File: src/rtl/blps_pkg.sv
// Package: shared types, codes and fixed step tables for the buzzer/LED sequencer.
`timescale 1ns / 1ps
`default_nettype none

package blps_pkg;

    typedef enum logic [1:0] {
        ACT_TICK   = 2'd0,
        ACT_MODE   = 2'd1,
        ACT_REMOTE = 2'd2
    } action_t;

    localparam logic [2:0] MODE_INIT    = 3'd0;
    localparam logic [2:0] MODE_ERROR   = 3'd1;
    localparam logic [2:0] MODE_SAFE    = 3'd2;
    localparam logic [2:0] MODE_STANDBY = 3'd3;
    localparam logic [2:0] MODE_NORMAL  = 3'd4;

    localparam logic [1:0] BUZ_NONE = 2'd0;
    localparam logic [1:0] BUZ_SET  = 2'd1;
    localparam logic [1:0] BUZ_OFF  = 2'd2;

    localparam logic [1:0] LED_NONE    = 2'd0;
    localparam logic [1:0] LED_STATIC  = 2'd1;
    localparam logic [1:0] LED_BREATHE = 2'd2;
    localparam logic [1:0] LED_OFF     = 2'd3;

    typedef enum logic [2:0] {
        PAT_NONE    = 3'd0,
        PAT_INIT    = 3'd1,
        PAT_HINT    = 3'd2,
        PAT_LOST    = 3'd3,
        PAT_RECOVER = 3'd4,
        PAT_ERROR   = 3'd5
    } pat_t;

    typedef enum logic [2:0] {
        ST_IDLE,
        ST_EXEC,
        ST_LOAD,
        ST_GEN,
        ST_READ,
        ST_SHOW,
        ST_DONE
    } state_t;

    typedef struct packed {
        logic [15:0] freq;
        logic [9:0]  dur;
        logic [7:0]  red;
        logic [7:0]  green;
        logic [7:0]  blue;
    } step_t;

    localparam int STEP_W = $bits(step_t);

    localparam logic [15:0] ERR_BEEP_FREQ = 16'd3000;
    localparam logic [9:0]  ERR_BEEP_DUR  = 10'd80;
    localparam logic [9:0]  ERR_GAP_DUR   = 10'd60;
    localparam logic [9:0]  ERR_LAST_DUR  = 10'd800;
    localparam logic [9:0]  ERR_IDLE_DUR  = 10'd500;

    function automatic step_t mk_step(input logic [15:0] f, input logic [9:0] d,
                                      input logic [7:0] r, input logic [7:0] g,
                                      input logic [7:0] b);
        step_t s;
        s.freq  = f;
        s.dur   = d;
        s.red   = r;
        s.green = g;
        s.blue  = b;
        return s;
    endfunction

    function automatic logic [2:0] tab_len(input pat_t pat);
        logic [2:0] n;
        case (pat)
            PAT_INIT:    n = 3'd5;
            PAT_HINT:    n = 3'd3;
            PAT_LOST:    n = 3'd3;
            PAT_RECOVER: n = 3'd3;
            default:     n = 3'd0;
        endcase
        return n;
    endfunction

    function automatic step_t tab_step(input pat_t pat, input logic [2:0] idx);
        step_t s;
        s = '0;
        case (pat)
            PAT_INIT:
            begin
                case (idx)
                    3'd0:    s = mk_step(16'd880,  10'd170, 8'd255, 8'd0,   8'd0);
                    3'd1:    s = mk_step(16'd0,    10'd50,  8'd255, 8'd0,   8'd0);
                    3'd2:    s = mk_step(16'd1100, 10'd170, 8'd0,   8'd0,   8'd255);
                    3'd3:    s = mk_step(16'd0,    10'd50,  8'd0,   8'd0,   8'd255);
                    3'd4:    s = mk_step(16'd1320, 10'd300, 8'd0,   8'd255, 8'd0);
                    default: s = '0;
                endcase
            end
            PAT_HINT:
            begin
                case (idx)
                    3'd0:    s = mk_step(16'd2500, 10'd120, 8'd0, 8'd255, 8'd0);
                    3'd1:    s = mk_step(16'd0,    10'd20,  8'd0, 8'd0,   8'd0);
                    3'd2:    s = mk_step(16'd3000, 10'd180, 8'd0, 8'd255, 8'd0);
                    default: s = '0;
                endcase
            end
            PAT_LOST:
            begin
                case (idx)
                    3'd0:    s = mk_step(16'd1500, 10'd200, 8'd0, 8'd0, 8'd255);
                    3'd1:    s = mk_step(16'd0,    10'd50,  8'd0, 8'd0, 8'd0);
                    3'd2:    s = mk_step(16'd1500, 10'd200, 8'd0, 8'd0, 8'd255);
                    default: s = '0;
                endcase
            end
            PAT_RECOVER:
            begin
                case (idx)
                    3'd0:    s = mk_step(16'd2500, 10'd150, 8'd0, 8'd0,   8'd255);
                    3'd1:    s = mk_step(16'd0,    10'd40,  8'd0, 8'd0,   8'd0);
                    3'd2:    s = mk_step(16'd3000, 10'd150, 8'd0, 8'd255, 8'd0);
                    default: s = '0;
                endcase
            end
            default: s = '0;
        endcase
        return s;
    endfunction

endpackage

`default_nettype wire

File: src/rtl/buzzer_led_pattern_sequencer.sv
// Top level: buzzer and status-LED pattern sequencer.
//
// One beat in, one result out. A tick or an event that starts nothing goes from EXEC
// straight to done; a tick that moves to the next step also passes READ and SHOW, as
// the step is fetched from the step RAM through its registered read port. Starting a
// fixed pattern writes its steps into the RAM one per cycle in LOAD before READ and
// SHOW. The error pattern is generated in GEN by one counter/compare sequencer that
// writes its beep and gap steps one per cycle, pausing to check each module, to
// stretch a group's last step and to skip a faulty group's remaining pairs when the
// store is full.
// busy is high from the accepted beat until the result.
// done is high for exactly one cycle with the result fields; the receiver cannot stall
// and the fields are only meaningful in that cycle.
`timescale 1ns / 1ps
`default_nettype none

module buzzer_led_pattern_sequencer #(
    parameter int STEP_DEPTH = 32,
    parameter int MODULES    = 5
) (
    input  wire logic        clk,
    input  wire logic        rst_n,
    input  wire logic        start,
    output logic             busy,
    input  wire logic [1:0]  action,
    input  wire logic [2:0]  mode,
    input  wire logic [4:0]  error_bits,
    input  wire logic        imu_preparing,
    input  wire logic        online,
    output logic             done,
    output logic      [1:0]  buzzer_cmd,
    output logic      [15:0] buzzer_freq,
    output logic      [1:0]  led_cmd,
    output logic      [7:0]  led_red,
    output logic      [7:0]  led_green,
    output logic      [7:0]  led_blue,
    output logic             playing
);

    localparam int AW    = $clog2(STEP_DEPTH);
    localparam int CNT_W = $clog2(STEP_DEPTH + 1);
    localparam int MOD_W = $clog2(MODULES + 1);
    localparam logic [CNT_W-1:0] GEN_LIMIT = CNT_W'(STEP_DEPTH - 2);

    blps_pkg::state_t state_reg, state_next;
    blps_pkg::pat_t   pat_reg, pat_next;

    logic             running_reg, running_next;
    logic [9:0]       timer_reg, timer_next;
    logic [CNT_W-1:0] index_reg, index_next;
    logic [CNT_W-1:0] total_reg, total_next;
    logic [CNT_W-1:0] n_reg, n_next;
    logic [MOD_W-1:0] mod_reg, mod_next;
    logic [MOD_W-1:0] pair_reg, pair_next;
    logic             phase_reg, phase_next;
    logic [AW-1:0]    raddr_reg, raddr_next;

    logic [1:0]       act_reg, act_next;
    logic [2:0]       mode_reg, mode_next;
    logic [4:0]       bits_reg, bits_next;
    logic             imu_reg, imu_next;
    logic             online_reg, online_next;

    logic [1:0]       bcmd_reg, bcmd_next;
    logic [15:0]      freq_reg, freq_next;
    logic [1:0]       lcmd_reg, lcmd_next;
    logic [7:0]       red_reg, red_next;
    logic [7:0]       green_reg, green_next;
    logic [7:0]       blue_reg, blue_next;

    logic                 we;
    logic [AW-1:0]        waddr;
    blps_pkg::step_t      wstep;
    logic                 re;
    logic [blps_pkg::STEP_W-1:0] rdata;
    blps_pkg::step_t      rstep;

    logic             try_start;
    blps_pkg::pat_t   start_id;
    logic [CNT_W-1:0] index_inc;
    logic [CNT_W-1:0] n_dec;
    logic [CNT_W-1:0] load_last;
    logic             muted;
    logic             breathe_evt;

    blps_step_ram #(
        .DEPTH (STEP_DEPTH),
        .AW    (AW),
        .DW    (blps_pkg::STEP_W)
    ) u_ram (
        .clk   (clk),
        .we    (we),
        .waddr (waddr),
        .wdata (wstep),
        .re    (re),
        .raddr (raddr_reg),
        .rdata (rdata)
    );

    assign rstep       = blps_pkg::step_t'(rdata);
    assign index_inc   = index_reg + CNT_W'(1);
    assign n_dec       = n_reg - CNT_W'(1);
    assign load_last   = CNT_W'(blps_pkg::tab_len(pat_reg)) - CNT_W'(1);
    assign muted       = imu_reg && (mode_reg != blps_pkg::MODE_INIT);
    assign breathe_evt = (act_reg == blps_pkg::ACT_MODE) && (mode_reg == blps_pkg::MODE_NORMAL);

    always_ff @(posedge clk or negedge rst_n)
    begin
        if (!rst_n)
        begin
            state_reg   <= blps_pkg::ST_IDLE;
            pat_reg     <= blps_pkg::PAT_NONE;
            running_reg <= 1'b0;
            timer_reg   <= '0;
            index_reg   <= '0;
            total_reg   <= '0;
        end
        else
        begin
            state_reg   <= state_next;
            pat_reg     <= pat_next;
            running_reg <= running_next;
            timer_reg   <= timer_next;
            index_reg   <= index_next;
            total_reg   <= total_next;
        end
    end

    always_ff @(posedge clk)
    begin
        n_reg      <= n_next;
        mod_reg    <= mod_next;
        pair_reg   <= pair_next;
        phase_reg  <= phase_next;
        raddr_reg  <= raddr_next;
        act_reg    <= act_next;
        mode_reg   <= mode_next;
        bits_reg   <= bits_next;
        imu_reg    <= imu_next;
        online_reg <= online_next;
        bcmd_reg   <= bcmd_next;
        freq_reg   <= freq_next;
        lcmd_reg   <= lcmd_next;
        red_reg    <= red_next;
        green_reg  <= green_next;
        blue_reg   <= blue_next;
    end

    always_comb
    begin
        state_next   = state_reg;
        pat_next     = pat_reg;
        running_next = running_reg;
        timer_next   = timer_reg;
        index_next   = index_reg;
        total_next   = total_reg;
        n_next       = n_reg;
        mod_next     = mod_reg;
        pair_next    = pair_reg;
        phase_next   = phase_reg;
        raddr_next   = raddr_reg;
        act_next     = act_reg;
        mode_next    = mode_reg;
        bits_next    = bits_reg;
        imu_next     = imu_reg;
        online_next  = online_reg;
        bcmd_next    = bcmd_reg;
        freq_next    = freq_reg;
        lcmd_next    = lcmd_reg;
        red_next     = red_reg;
        green_next   = green_reg;
        blue_next    = blue_reg;
        we           = 1'b0;
        waddr        = n_reg[AW-1:0];
        wstep        = '0;
        re           = 1'b0;
        try_start    = 1'b0;
        start_id     = blps_pkg::PAT_NONE;

        case (state_reg)
            blps_pkg::ST_IDLE:
            begin
                if (start)
                begin
                    act_next    = action;
                    mode_next   = mode;
                    bits_next   = error_bits;
                    imu_next    = imu_preparing;
                    online_next = online;
                    bcmd_next   = blps_pkg::BUZ_NONE;
                    freq_next   = '0;
                    lcmd_next   = blps_pkg::LED_NONE;
                    red_next    = '0;
                    green_next  = '0;
                    blue_next   = '0;
                    state_next  = blps_pkg::ST_EXEC;
                end
            end

            blps_pkg::ST_EXEC:
            begin
                state_next = blps_pkg::ST_DONE;
                case (act_reg)
                    blps_pkg::ACT_TICK:
                    begin
                        if (muted)
                        begin
                            bcmd_next = blps_pkg::BUZ_OFF;
                        end
                        if (!running_reg && (mode_reg == blps_pkg::MODE_INIT))
                        begin
                            lcmd_next = blps_pkg::LED_OFF;
                        end
                        if (running_reg)
                        begin
                            if (timer_reg != 10'd0)
                            begin
                                timer_next = timer_reg - 10'd1;
                            end
                            else if (index_inc < total_reg)
                            begin
                                index_next = index_inc;
                                raddr_next = index_inc[AW-1:0];
                                state_next = blps_pkg::ST_READ;
                            end
                            else
                            begin
                                index_next   = index_inc;
                                bcmd_next    = blps_pkg::BUZ_OFF;
                                running_next = 1'b0;
                                pat_next     = blps_pkg::PAT_NONE;
                                if (mode_reg == blps_pkg::MODE_NORMAL)
                                begin
                                    lcmd_next  = blps_pkg::LED_BREATHE;
                                    green_next = 8'd255;
                                end
                                else
                                begin
                                    lcmd_next = blps_pkg::LED_STATIC;
                                end
                            end
                        end
                    end
                    blps_pkg::ACT_MODE:
                    begin
                        case (mode_reg)
                            blps_pkg::MODE_INIT:
                            begin
                                try_start = 1'b1;
                                start_id  = blps_pkg::PAT_INIT;
                            end
                            blps_pkg::MODE_ERROR, blps_pkg::MODE_SAFE:
                            begin
                                try_start = 1'b1;
                                start_id  = blps_pkg::PAT_ERROR;
                            end
                            blps_pkg::MODE_STANDBY:
                            begin
                                try_start = 1'b1;
                                start_id  = blps_pkg::PAT_LOST;
                            end
                            blps_pkg::MODE_NORMAL:
                            begin
                                try_start  = !running_reg;
                                start_id   = blps_pkg::PAT_HINT;
                                lcmd_next  = blps_pkg::LED_BREATHE;
                                green_next = 8'd255;
                            end
                            default:
                            begin
                                try_start = 1'b0;
                            end
                        endcase
                    end
                    blps_pkg::ACT_REMOTE:
                    begin
                        try_start = online_reg;
                        start_id  = blps_pkg::PAT_RECOVER;
                    end
                    default:
                    begin
                        try_start = 1'b0;
                    end
                endcase

                if (try_start && !(running_reg && (pat_reg == start_id)))
                begin
                    pat_next   = start_id;
                    n_next     = '0;
                    mod_next   = '0;
                    pair_next  = '0;
                    phase_next = 1'b0;
                    if (start_id == blps_pkg::PAT_ERROR)
                    begin
                        state_next = blps_pkg::ST_GEN;
                    end
                    else
                    begin
                        state_next = blps_pkg::ST_LOAD;
                    end
                end
            end

            blps_pkg::ST_LOAD:
            begin
                we     = 1'b1;
                wstep  = blps_pkg::tab_step(pat_reg, n_reg[2:0]);
                n_next = n_reg + CNT_W'(1);
                if (n_reg == load_last)
                begin
                    total_next   = n_next;
                    index_next   = '0;
                    running_next = 1'b1;
                    raddr_next   = '0;
                    state_next   = blps_pkg::ST_READ;
                end
            end

            blps_pkg::ST_GEN:
            begin
                if (mod_reg == MOD_W'(MODULES))
                begin
                    if (n_reg == '0 || phase_reg)
                    begin
                        // no fault: yellow beep then silence
                        we         = 1'b1;
                        waddr      = phase_reg ? AW'(1) : AW'(0);
                        phase_next = !phase_reg;
                        if (phase_reg)
                        begin
                            wstep  = blps_pkg::mk_step(16'd0, blps_pkg::ERR_IDLE_DUR,
                                                       8'd0, 8'd0, 8'd0);
                            n_next = CNT_W'(2);
                        end
                        else
                        begin
                            wstep  = blps_pkg::mk_step(blps_pkg::ERR_BEEP_FREQ,
                                                       blps_pkg::ERR_IDLE_DUR,
                                                       8'd255, 8'd200, 8'd0);
                        end
                    end
                    else
                    begin
                        total_next   = n_reg;
                        index_next   = '0;
                        running_next = 1'b1;
                        raddr_next   = '0;
                        state_next   = blps_pkg::ST_READ;
                    end
                end
                else if (!bits_reg[mod_reg])
                begin
                    mod_next = mod_reg + MOD_W'(1);
                end
                else if ((pair_reg <= mod_reg) && (n_reg < GEN_LIMIT))
                begin
                    we = 1'b1;
                    if (phase_reg)
                    begin
                        waddr      = n_reg[AW-1:0] + AW'(1);
                        wstep      = blps_pkg::mk_step(16'd0, blps_pkg::ERR_GAP_DUR,
                                                       8'd0, 8'd0, 8'd0);
                        n_next     = n_reg + CNT_W'(2);
                        pair_next  = pair_reg + MOD_W'(1);
                        phase_next = 1'b0;
                    end
                    else
                    begin
                        wstep      = blps_pkg::mk_step(blps_pkg::ERR_BEEP_FREQ,
                                                       blps_pkg::ERR_BEEP_DUR,
                                                       8'd255, 8'd0, 8'd0);
                        phase_next = 1'b1;
                    end
                end
                else if ((pair_reg <= mod_reg) && phase_reg == 1'b0)
                begin
                    // store full: skip the remaining pairs of this group
                    pair_next = mod_reg + MOD_W'(1);
                end
                else
                begin
                    // group end: stretch the last step so far
                    we        = (n_reg != '0);
                    waddr     = n_dec[AW-1:0];
                    wstep     = blps_pkg::mk_step(16'd0, blps_pkg::ERR_LAST_DUR,
                                                  8'd0, 8'd0, 8'd0);
                    mod_next  = mod_reg + MOD_W'(1);
                    pair_next = '0;
                end
            end

            blps_pkg::ST_READ:
            begin
                re         = 1'b1;
                state_next = blps_pkg::ST_SHOW;
            end

            blps_pkg::ST_SHOW:
            begin
                timer_next = rstep.dur;
                if (muted)
                begin
                    bcmd_next = blps_pkg::BUZ_OFF;
                    freq_next = '0;
                end
                else
                begin
                    bcmd_next = blps_pkg::BUZ_SET;
                    freq_next = rstep.freq;
                end
                if (!breathe_evt)
                begin
                    lcmd_next  = blps_pkg::LED_STATIC;
                    red_next   = rstep.red;
                    green_next = rstep.green;
                    blue_next  = rstep.blue;
                end
                state_next = blps_pkg::ST_DONE;
            end

            blps_pkg::ST_DONE:
            begin
                state_next = blps_pkg::ST_IDLE;
            end

            default:
            begin
                state_next = blps_pkg::ST_IDLE;
            end
        endcase
    end

    assign busy        = (state_reg != blps_pkg::ST_IDLE);
    assign done        = (state_reg == blps_pkg::ST_DONE);
    assign buzzer_cmd  = bcmd_reg;
    assign buzzer_freq = freq_reg;
    assign led_cmd     = lcmd_reg;
    assign led_red     = red_reg;
    assign led_green   = green_reg;
    assign led_blue    = blue_reg;
    assign playing     = running_reg;

endmodule

`default_nettype wire

File: src/rtl/blps_step_ram.sv
// Step store: single write port, one registered read port.
`timescale 1ns / 1ps
`default_nettype none

module blps_step_ram #(
    parameter int DEPTH = 32,
    parameter int AW    = 5,
    parameter int DW    = 50
) (
    input  wire logic          clk,
    input  wire logic          we,
    input  wire logic [AW-1:0] waddr,
    input  wire logic [DW-1:0] wdata,
    input  wire logic          re,
    input  wire logic [AW-1:0] raddr,
    output logic      [DW-1:0] rdata
);

    logic [DW-1:0] mem [DEPTH];
    logic [DW-1:0] rdata_reg;

    always_ff @(posedge clk)
    begin
        if (we)
        begin
            mem[waddr] <= wdata;
        end
        if (re)
        begin
            rdata_reg <= mem[raddr];
        end
    end

    assign rdata = rdata_reg;

endmodule

`default_nettype wire

File: config.mk
export PLATFORM = sky130hd
export DESIGN_NAME = buzzer_led_pattern_sequencer
export DESIGN_NICKNAME = d
export VERILOG_FILES = /design/src/rtl/blps_pkg.sv /design/src/rtl/buzzer_led_pattern_sequencer.sv /design/src/rtl/blps_step_ram.sv
export SDC_FILE = /design/constraint.sdc
export NUM_CORES = 1
export LEC_CHECK = 0
export BUFFER_PORTS_ARGS = -buffer_cell sky130_fd_sc_hd__buf_2
export CORE_UTILIZATION = 57
export DETAILED_ROUTE_END_ITERATION = 10
export PLACE_DENSITY = 0.76
export SLEW_MARGIN = 20
export SYNTH_ARGS = -nofsm -noshare
export SYNTH_HDL_FRONTEND = slang
export SYNTH_SLANG_ARGS = --single-unit
File: constraint.sdc
create_clock -name clk -period 4.6 [get_ports clk]
set_input_delay 0.92 -clock clk [delete_from_list [all_inputs] [get_ports clk]]
set_output_delay 0.92 -clock clk [all_outputs]
set_load 0.005 [all_outputs]
==> Yosys cells after proc, flatten, opt, wreduce, memory -nomap -nowiden <==
Memory sizes are Yosys's and may differ from the RTL's. A register that Yosys moved wholly into a read port is not among the register bits.
Cells that the tools add are included.
{ "totals": {"input_bits": 15, "regBits": 103, "memories": 1, "ramBits": 1600, "output_inout_bits": 47, "wordCells": 282} }
{ "op_classes": {"n_bitwise": 1, "reduce_logical": 49, "add_sub_neg": 9, "muxes": 145, "magnitude_cmp": 4, "eq_ne": 51} }
{ "memory_table": {"columns": ["memory", "depth", "word_bits", "rd", "rd_clocked_by_memory_dff", "write_ports", "line_no", "rtl"], "rows": [
  ["u_ram.mem", 32, 50, 1, 1, 1, "blps_step_ram.sv:19", "logic [DW-1:0] mem [DEPTH];"]
]} }
{ "ops": {"columns": ["cell", "count"], "rows": [
  ["46-bit case mux with 3 select lines", 2],
  ["45-bit case mux with 5 select lines", 1],
  ["50-bit case mux with 4 select lines", 1],
  ["50-bit 2-to-1 mux", 3],
  ["46-bit 2-to-1 mux", 3],
  ["50-bit case mux with 2 select lines", 1],
  ["6-bit 2-to-1 mux", 16],
  ["45-bit case mux with 2 select lines", 1],
  ["5-bit 2-to-1 mux", 14],
  ["8-bit 2-to-1 mux", 8],
  ["3-bit 2-to-1 mux", 21],
  ["8-bit case mux with 2 select lines", 3],
  ["2-bit 2-to-1 mux", 18],
  ["6-bit case mux with 3 select lines", 2],
  ["34-bit 2-to-1 mux", 1],
  ["3-bit != test (second input constant)", 11],
  ["16-bit 2-to-1 mux", 2],
  ["16-bit case mux with 2 select lines", 1],
  ["10-bit 2-to-1 mux", 3],
  ["5-bit AND reduction", 6],
  ["1-bit 2-to-1 mux", 25],
  ["3-bit by 2-bit == test with 1-bit output (second input constant)", 8],
  ["3-bit == test (second input constant)", 8],
  ["2-bit != test (second input constant)", 12],
  ["other kinds (49)", 88]
]} }

==> Longest topological paths before layout <==
Gate-level depths: netlist of the first run.
{ "logic_depth": {"ltp_word": 11, "depth_mapped": 11, "mapped_depth_nobuf": 10} }

==> Cells and area by module <==
From an unflattened synthesis of the first run, not the netlist that was laid out.
{ "hier_totals": {"hier_cells": 4156, "area_unflattened_um2": 70109.7} }
{ "modules_own_cells": {"columns": ["mod", "cells_per_inst", "n_inst", "area_each_um2", "seq_area_each_um2"], "rows": [
  ["blps_step_ram", 3504, 1, 63748.6, 49547.5],
  ["buzzer_led_pattern_sequencer", 652, 1, 6361.1, 2947.8]
]} }

==> Worst setup path after synthesis of the first run <==
No wires, ideal clock.
{ "synth_path": {"path_kind": "register -> register", "startpoint": "register mod_reg[2]", "endpoint": "memory u_ram.mem[16][13] (enable)", "t_required_ns": 4.168, "setup_time_ns": 0.432, "arrival_ns": 3.919, "setup_slack_ns": 0.249, "synth_period_minus_slack_ns": 4.351, "path_stages_with_launch": 10, "path_cell_list": "edfxtp_1 > inv_1 > ha_1 > and3b_1 > o21ai_2 > mux2_2 > or3_4 > a22o_1 > buf_4 > nor3_1"} }
{ "synth_between": {"elab_chain_len": 9} }
{ "synth_rtl": {"columns": ["element", "line_no", "rtl"], "rows": [
  ["from (decl)", "buzzer_led_pattern_sequencer.sv:53", "logic [MOD_W-1:0] mod_reg, mod_next;"],
  ["from (signal assigned)", "buzzer_led_pattern_sequencer.sv:132", "mod_reg <= mod_next;"],
  ["3-bit <= comparator", "buzzer_led_pattern_sequencer.sv:355, buzzer_led_pattern_sequencer.sv:375", null],
  ["1-bit logical AND", "buzzer_led_pattern_sequencer.sv:375", "else if ((pair_reg <= mod_reg) && phase_reg == 1'b0)"],
  ["1-bit 2-to-1 mux", "buzzer_led_pattern_sequencer.sv:375", null],
  ["1-bit 2-to-1 mux", "buzzer_led_pattern_sequencer.sv:355", "else if ((pair_reg <= mod_reg) && (n_reg < GEN_LIMIT))"],
  ["1-bit 2-to-1 mux", "buzzer_led_pattern_sequencer.sv:351", "else if (!bits_reg[mod_reg])"],
  ["1-bit 2-to-1 mux", "buzzer_led_pattern_sequencer.sv:321", "if (mod_reg == MOD_W'(MODULES))"],
  ["1-bit case mux with 2 select lines", "buzzer_led_pattern_sequencer.sv:180", "case (state_reg)"],
  ["1-bit 2-to-1 mux", "blps_step_ram.sv:24", "if (we)"],
  ["1-bit 2-to-1 mux (implied by the code)", "blps_step_ram.sv:26", "mem[waddr] <= wdata;"],
  ["to (decl)", "blps_step_ram.sv:19", null]
]} }
Several ways; a longest one is shown, not always the timed one. The select of a mux whose other input is x is not followed.

==> Worst setup path after layout of the first run <==
{ "layout_path": {"startpoint": "register mod_reg[2]", "endpoint": "memory u_ram.mem[11][36] (enable)"} }
Same word-level chain as after synthesis.

==> key figures, run 1 <==
Critical path
  – Worst endpoint data arrival time: 4380 ps
  – Critical path buffers and inverters: 2
  – Worst-path maximum fanout: 23
  – Critical path class: reg -> reg
  – CP required: 4880 ps
  – Top delay family on crit path: compound AO/OA/AOI/OAI gates
  – Worst Setup SP: mod_reg[2]
  – CP Launch Type: register
  – Critical Path End Type: register
  – Max stage delay on crit path: 620 ps
  – Critical R2R Launch: mod_reg[2]
  – Critical path's slowest cell: a22o_1
  – Crit-path cells: inv_1 -> ha_1 -> and3b_1 -> o21ai_2 -> mux2_2 -> o21ai_1 -> a22o_1 -> nand3_1 -> nor2_4 -> buf_4

Clock tree
  – CTS Buffer Depth: 3
  – Clk slew on worst S/H paths: 60 ps
  – TritonCTS clock tree: done
  – Htree depth: 3
  – Sink Count: 836
  – Clk Latency, worst-skew pair: 650 ps
  – Post-CTS Hold Buffers: 0
  – CTS buffer count: 84
  – Root Driver: clkbuf_16
  – Post-CTS setup repair buffer count: 0
  – Post-CTS sizing: 0

Synth
  – Xor/xnor share of the synthesized area: 0.3806%
  – FF+latch count, synth: 836
  – Top FF cell, synth: edfxtp_1
  – Yosys cell types: 84
  – Synth Area in Compound Gates: 3.635%
  – Cells after Synth: 1,772
  – Largest family of logic cells by synthesized area: multiplexers
  – Post-synthesis adder-cell area fraction: 1.015%
  – Register area share after synthesis: 72.30%
  – Post-Synth Simple-Gate Area: 4.320%
  – Mapped Area: 34,520 sq um
  – Asr flop ratio synth: 3.469%
  – YS warnings: 0
  – Syn avg cell area: 19.48 sq um
  – Multiplexer share of the synthesized area: 16.16%
  – Number of synthesized flops with an enable pin: 807

Detailed routing
  – Wirelength per Cell: 29.59 um
  – Initial DRC count: 2,070
  – DRT Pass-1 Iters: 6
  – DR vias: 17,930
  – Post-route ant nets: 0
  – DRT Wirelength: 81,030 um
  – DRC: 0
  – Drt via density: 6.549

Floorplanning
  – Die area: 61,550 sq um
  – Starting density of the core: 58.05%
  – IO Pins: 62
  – Chip width: 248.1 um
  – Core footprint: 59,460 sq um
  – Chip Height: 248.1 um
  – Site Rows: 89

Placement
  – Post-DP HPWL: 47,880 um
  – Port Buf Inserts: 55
  – GPL Wtd Cong: 0.9589
  – Dpl cells: 2,578
  – Placement Setup Slack: 629.5 ps

Timing
  – TNS Setup: 0 ps
  – Unrepaired setup endpoints after global routing: no
  – Final Slew Violations: 0
  – Final hold vios: 0
  – Min cycle time layout: 4101 ps
  – Final Skew: 38.41 ps
  – Max Fclk: 243.8 MHz
  – Hold WS: 321.7 ps
  – Fin crit share: 89.16%
  – Setup WS post-layout: 498.7 ps
  – Setup Viol. Count Final: 0
  – Max-slew headroom: 23.95%
  – Slew @ Worst Pin: 1141 ps

Pwr
  – Pwr/cell area: 525.1 nW/um^2
  – Maximum VDD drop: 0.0003486 V
  – Final Power: 20.44 mW
  – Leakage power: 12.55 nW

Global route
  – First-pass GRT wire length: 118,500 um
  – GRT overflow: 0
  – GRT Total Usage: 27.13%
  – Vias in the first global route: 18,000
  – Initial antenna violation count: 4
  – Largest net degree at the start of global routing: 95

Min path
  – Worst min path class: in -> async

Run
  – Maximum capacitance violations: 0

Final layout
  – Share of cells above drive strength 1: 31.14%
  – P&R area growth vs syn: 12.77%
  – Layout fillers: 3,823
  – Largest register FFs: 736
  – Non-filler instance count after layout: 2,738
  – NumNets Final: 1,934

Status
  – Status: complete, no violations
[synth_stat cells (27+ instances only)]
master	count	area, sq um
clkbuf_1	48	180.2
buf_4	47	352.8
nand2_1	68	255.2
o21ai_0	48	240.2
mux4_2	230	5180
a21oi_1	54	270.3
dfrtp_1	29	725.7
nor2_1	89	334.1
ha_1	28	350.3
inv_1	27	101.4
edfxtp_1	807	24230
[worst paths after layout]
check                                     to  slack (ps)  cells past startpoint
max in group asynchronous       timer_reg[5]        3820                      1
min                             index_reg[5]         320                      1
max reg2reg                u_ram.mem[11][36]         500                     10
min in group clk                 mode_reg[1]         460                      1
max                        u_ram.mem[11][36]         500                     10
min reg2reg                     total_reg[2]         480                      1
[placed cells by master, fill, tap and decap left out, types with 28 or more instances in the layout]
| cell | instances |
|---|---|
| ha_1 | 28 |
| edfxtp_1 | 807 |
| dfrtp_1 | 29 |
| mux4_2 | 230 |
| clkbuf_16 | 86 |
| nand2_1 | 68 |
| buf_2 | 55 |
| buf_4 | 85 |
| a21oi_1 | 52 |
| nor2_1 | 69 |
| o21ai_0 | 44 |
[stage by stage]
step	util [%]	instance area, sq um
finish	65.47	38930
global route	65.45	38920
CTS	65.45	38920
detailed placement	60.76	36130
global placement	60.76	36130
floorplan	-	34540
[layout make-up]
class	count	area, sq um	share of cell area [%]
multi-input combinational	795	9051	23.25
clock buffer	95	2186	5.615
antenna	3	7.507	0.01928
clock inverter	62	604.3	1.552
tap	773	967.2	2.484
sequential	836	24960	64.11
inverter	27	101.3	0.2603
timing repair buffer	147	1054	2.706
[where the power goes]
part | total [mW] | switching (mW) | internal, mW
clock network | 6.82 | 2.91 | 3.91
registers | 9.16 | 0.346 | 8.82
logic | 4.45 | 2.58 | 1.87
total | 20.4 | 5.84 | 14.6
[logic make-up after synthesis]
| group | after synthesis |
|---|---|
| AOI/OAI and AO/OA | 189 |
| xor gates and xnor gates | 15 |
| adders and majority gates | 28 |
| buffers and inverters | 146 |
| DFF | 836 |
| muxes | 266 |
| other | 1 |
| and+or+nand+nor | 291 |
[layer usage]
layer	routed length (um)	global-route usage, %
met1	31090	37.24
met2	39490	43.28
met3	7498	5.624
met4	2934	10.40
met5	13	0
(Power assumes the default switching activity.)
==> run 2, diff against run 1 <==
--- a/config.mk
+++ b/config.mk
@@ -5,11 +5,11 @@
 export SDC_FILE = /design/constraint.sdc
 export NUM_CORES = 1
 export LEC_CHECK = 0
+export ABC_AREA = 1
 export BUFFER_PORTS_ARGS = -buffer_cell sky130_fd_sc_hd__buf_2
 export CORE_UTILIZATION = 57
 export DETAILED_ROUTE_END_ITERATION = 10
 export PLACE_DENSITY = 0.76
-export SLEW_MARGIN = 20
 export SYNTH_ARGS = -nofsm -noshare
 export SYNTH_HDL_FRONTEND = slang
 export SYNTH_SLANG_ARGS = --single-unit
==> run 2 against run 1 <==
  * Synthesized cell count rose by 59%
  * Power rose by 24%
  * Wire length rose by 13%
  * Register-to-register slack improved by 210 ps
  * Largest cell class unchanged
==> key figures, run 2 <==
Final layout
  – NumNets Final: 2,887 (was 1,934)
  – Most frequent cells in the layout: edfxtp_1 (807), nor2_1 (497), o21ai_0 (440) (was edfxtp_1 (807), mux4_2 (230), clkbuf_16 (86))
  – P&R area growth vs syn: 10.84% (was 12.77%)
  – Non-filler instance count after layout: 3,685 (was 2,738)
  – Largest register FFs: 736 (unchanged)
  – Antenna cells: 0 (was 3)
  – Commonest non-fill, non-tap cell in the layout: edfxtp_1 (unchanged)
  – Share of cells above drive strength 1: 12.95% (was 31.14%)

Timing
  – TNS Setup: 0 ps (unchanged)
  – Min cycle time layout: 3887 ps (was 4101 ps)
  – Final Skew: 30.26 ps (was 38.41 ps)
  – Fin crit share: 84.50% (was 89.16%)
  – Final Slew Violations: 0 (unchanged)
  – Unrepaired setup endpoints after global routing: no (unchanged)
  – Final hold vios: 0 (unchanged)
  – Max-slew headroom: 21.82% (was 23.95%)
  – Max Fclk: 257.3 MHz (was 243.8 MHz)
  – Hold WS: 311.7 ps (was 321.7 ps)
  – Slew @ Worst Pin: 1173 ps (was 1141 ps)
  – Setup WS post-layout: 713.0 ps (was 498.7 ps)
  – Setup Viol. Count Final: 0 (unchanged)

Synth
  – Mapped Area: 35,150 sq um (was 34,520 sq um)
  – Cell with the most instances after synthesis: edfxtp_1 (unchanged)
  – Asr flop ratio synth: 3.469% (unchanged)
  – FF+latch count, synth: 836 (unchanged)
  – Register area share after synthesis: 71.00% (was 72.30%)
  – Top cell type's share of synthesized area: 68.94% (was 70.20%)
  – Syn avg cell area: 12.49 sq um (was 19.48 sq um)
  – Yosys cell types: 57 (was 84)
  – Commonest cells in the netlist: edfxtp_1 (807), nor2_1 (531), o21ai_0 (444) (was edfxtp_1 (807), mux4_2 (230), nor2_1 (89))
  – Top FF cell, synth: edfxtp_1 (unchanged)
  – Cells after Synth: 2,814 (was 1,772)
  – Synth area leaders: edfxtp_1 (69%), o21ai_0 (6.3%), nor2_1 (5.7%) (was edfxtp_1 (70%), mux4_2 (15%), dfrtp_1 (2.1%))
  – YS warnings: 0 (unchanged)
  – Post-synth top area cell: edfxtp_1 (unchanged)
  – Number of synthesized flops with an enable pin: 807 (unchanged)

Clock tree
  – CTS buffer count: 82 (was 84)
  – Post-CTS setup repair buffer count: 0 (unchanged)
  – TritonCTS clock tree: done (unchanged)
  – Sink Count: 836 (unchanged)
  – CTS Buffer Depth: 3 (unchanged)
  – Clk Latency, worst-skew pair: 640 ps (was 650 ps)
  – Root Driver: clkbuf_16 (unchanged)
  – Clk slew on worst S/H paths: 60 ps (about the same)
  – Htree depth: 3 (unchanged)
  – Post-CTS Hold Buffers: 0 (unchanged)
  – Post-CTS sizing: 0 (unchanged)

Critical path
  – Worst-path maximum fanout: 32 (was 23)
  – Critical path's slowest cell: nand2_1 (was a22o_1)
  – Worst endpoint data arrival time: 3990 ps (was 4380 ps)
  – Max stage delay on crit path: 810 ps (was 620 ps)
  – CP Launch Type: register (unchanged)
  – Crit-path cells: inv_1 -> ha_1 -> ha_1 -> o21ai_1 -> inv_1 -> o31ai_1 -> nand2_1 (was inv_1 -> ha_1 -> and3b_1 -> o21ai_2 -> mux2_2 -> o21ai_1 -> a22o_1 -> nand3_1 -> nor2_4 -> buf_4)
  – CP required: 4700 ps (was 4880 ps)
  – R2R setup slack: 710 ps (was 500 ps)
  – Critical path class: reg -> reg (unchanged)
  – Critical Path End Type: register (unchanged)

Global route
  – Vias in the first global route: 23,270 (was 18,000)
  – Initial antenna violation count: 5 (was 4)
  – First-pass GRT wire length: 138,000 um (was 118,500 um)
  – Largest net degree at the start of global routing: 185 (was 95)
  – GRT overflow: 0 (unchanged)
  – GRT Total Usage: 29.35% (was 27.13%)

Floorplanning
  – Chip Height: 250.3 um (was 248.1 um)
  – Starting density of the core: 57.91% (was 58.05%)
  – Site Rows: 90 (was 89)
  – Die area: 62,670 sq um (was 61,550 sq um)
  – IO Pins: 62 (unchanged)
  – Chip width: 250.3 um (was 248.1 um)
  – Core footprint: 60,700 sq um (was 59,460 sq um)

Detailed routing
  – Drt via density: 6.447 (was 6.549)
  – DRC: 0 (unchanged)
  – DRT Pass-1 Iters: 8 (was 6)
  – Initial DRC count: 3,236 (was 2,070)
  – Post-route ant nets: 0 (unchanged)
  – Wirelength per Cell: 24.88 um (was 29.59 um)
  – DRT Wirelength: 91,670 um (was 81,030 um)
  – DR vias: 23,760 (was 17,930)

Placement
  – Placement Setup Slack: 820.1 ps (was 629.5 ps)
  – Port Buf Inserts: 55 (unchanged)
  – Dpl cells: 3,542 (was 2,578)
  – GPL Wtd Cong: 0.8925 (was 0.9589)
  – Post-DP HPWL: 51,860 um (was 47,880 um)

Pwr
  – Maximum VDD drop: 0.0004846 V (was 0.0003486 V)
  – Leakage power: 13.37 nW (was 12.55 nW)
  – Pwr/cell area: 649.6 nW/um^2 (was 525.1 nW/um^2)

Run
  – Maximum capacitance violations: 0 (unchanged)

Min path
  – Worst min path class: in -> async (unchanged)

Status
  – Status: complete, no violations (unchanged)
==> run 2: cell count changes after synthesis, moves of 19 or more <==
cell / previous run / this run
o22ai_1: 6 / 48
o21ai_0: 48 / 444
clkbuf_1: 48 / 111
nand2_1: 68 / 165
inv_1: 27 / 97
nor2_1: 89 / 531
a31oi_1: 9 / 38
nor3_1: 26 / 7
nand3_1: 20 / 86
a21oi_1: 54 / 29
buf_2: 9 / 46
mux2_2: 26 / 0
mux4_2: 230 / 0
o221ai_1: 1 / 140
==> run 2: through the flow <==
| step | power [mW] | utilization, % | area, sq um |
|---|---|---|---|
| CTS | 25.15 | 64.19 | 38960 |
| floorplan | 15.59 | - | 35170 |
| global placement | 18.32 | 59.88 | 36350 |
| global route | 26.42 | 64.19 | 38960 |
| detailed placement | 18.62 | 59.88 | 36350 |
| finish | 25.31 | 64.19 | 38960 |
==> run 2: where the power goes <==
part,leakage (nW),switching [mW],internal [mW],total [mW]
Combinational,4.28,6.61,2.45,9.06
Sequential,7.82,0.391,9.27,9.66
Clock,1.27,2.73,3.86,6.58
Total,13.4,9.73,15.6,25.3
==> run 2: final cells by class <==
cell class	instances	area, sq um
inverter	115	451.7
fill	4269	21740
clock buffer	109	2238
clock inverter	34	374.1
sequential	836	24960
tap	782	978.4
timing repair buffer	138	1011
multi-input combinational	1671	8947
==> run 2: worst paths after layout <==
| check | endpoint | cells after the start | from |
|---|---|---|---|
| max in group asynchronous | total_reg[0] | 1 | rst_n |
| min | state_reg[0] | 1 | rst_n |
| min reg2reg | total_reg[3] | 2 | total_reg[3] |
| max reg2reg | u_ram.mem[4][41] | 7 | n_reg[1] |
| max | u_ram.mem[4][41] | 7 | n_reg[1] |
| min in group clk | bits_reg[4] | 1 | error_bits[4] |
==> run 2: logic make-up after synthesis <==
kind of cell	after synthesis	synth area share, %
AND/OR/NAND/NOR	869	10.77
AO/OA/AOI/OAI	757	12.99
flip-flops	836	71.00
XOR/XNOR	11	0.2741
buffers and inverters	312	3.962
adder cells (fa/ha/maj)	28	0.9967
other	1	0.01067
==> run 2: per-layer routing <==
layer | share of wire [%] | track usage, % | wire length, um | vias to the layer above
met5 | 0.025 | 0 | 23 | -
met4 | 3.6 | 12.45 | 3262 | 4
met3 | 11 | 5.165 | 9798 | 217
met2 | 47 | 46.33 | 42880 | 1487
met1 | 39 | 40.50 | 35700 | 11620
li1 | - | - | - | 10430
==> run 2: critical path, delay by kind of cell (launching register included) <==
family,cells,cell delay [ps]
buf+inv,2,360
flops,1,540
compound gates,2,1000
simple gates,1,810
fa+ha+maj,2,630
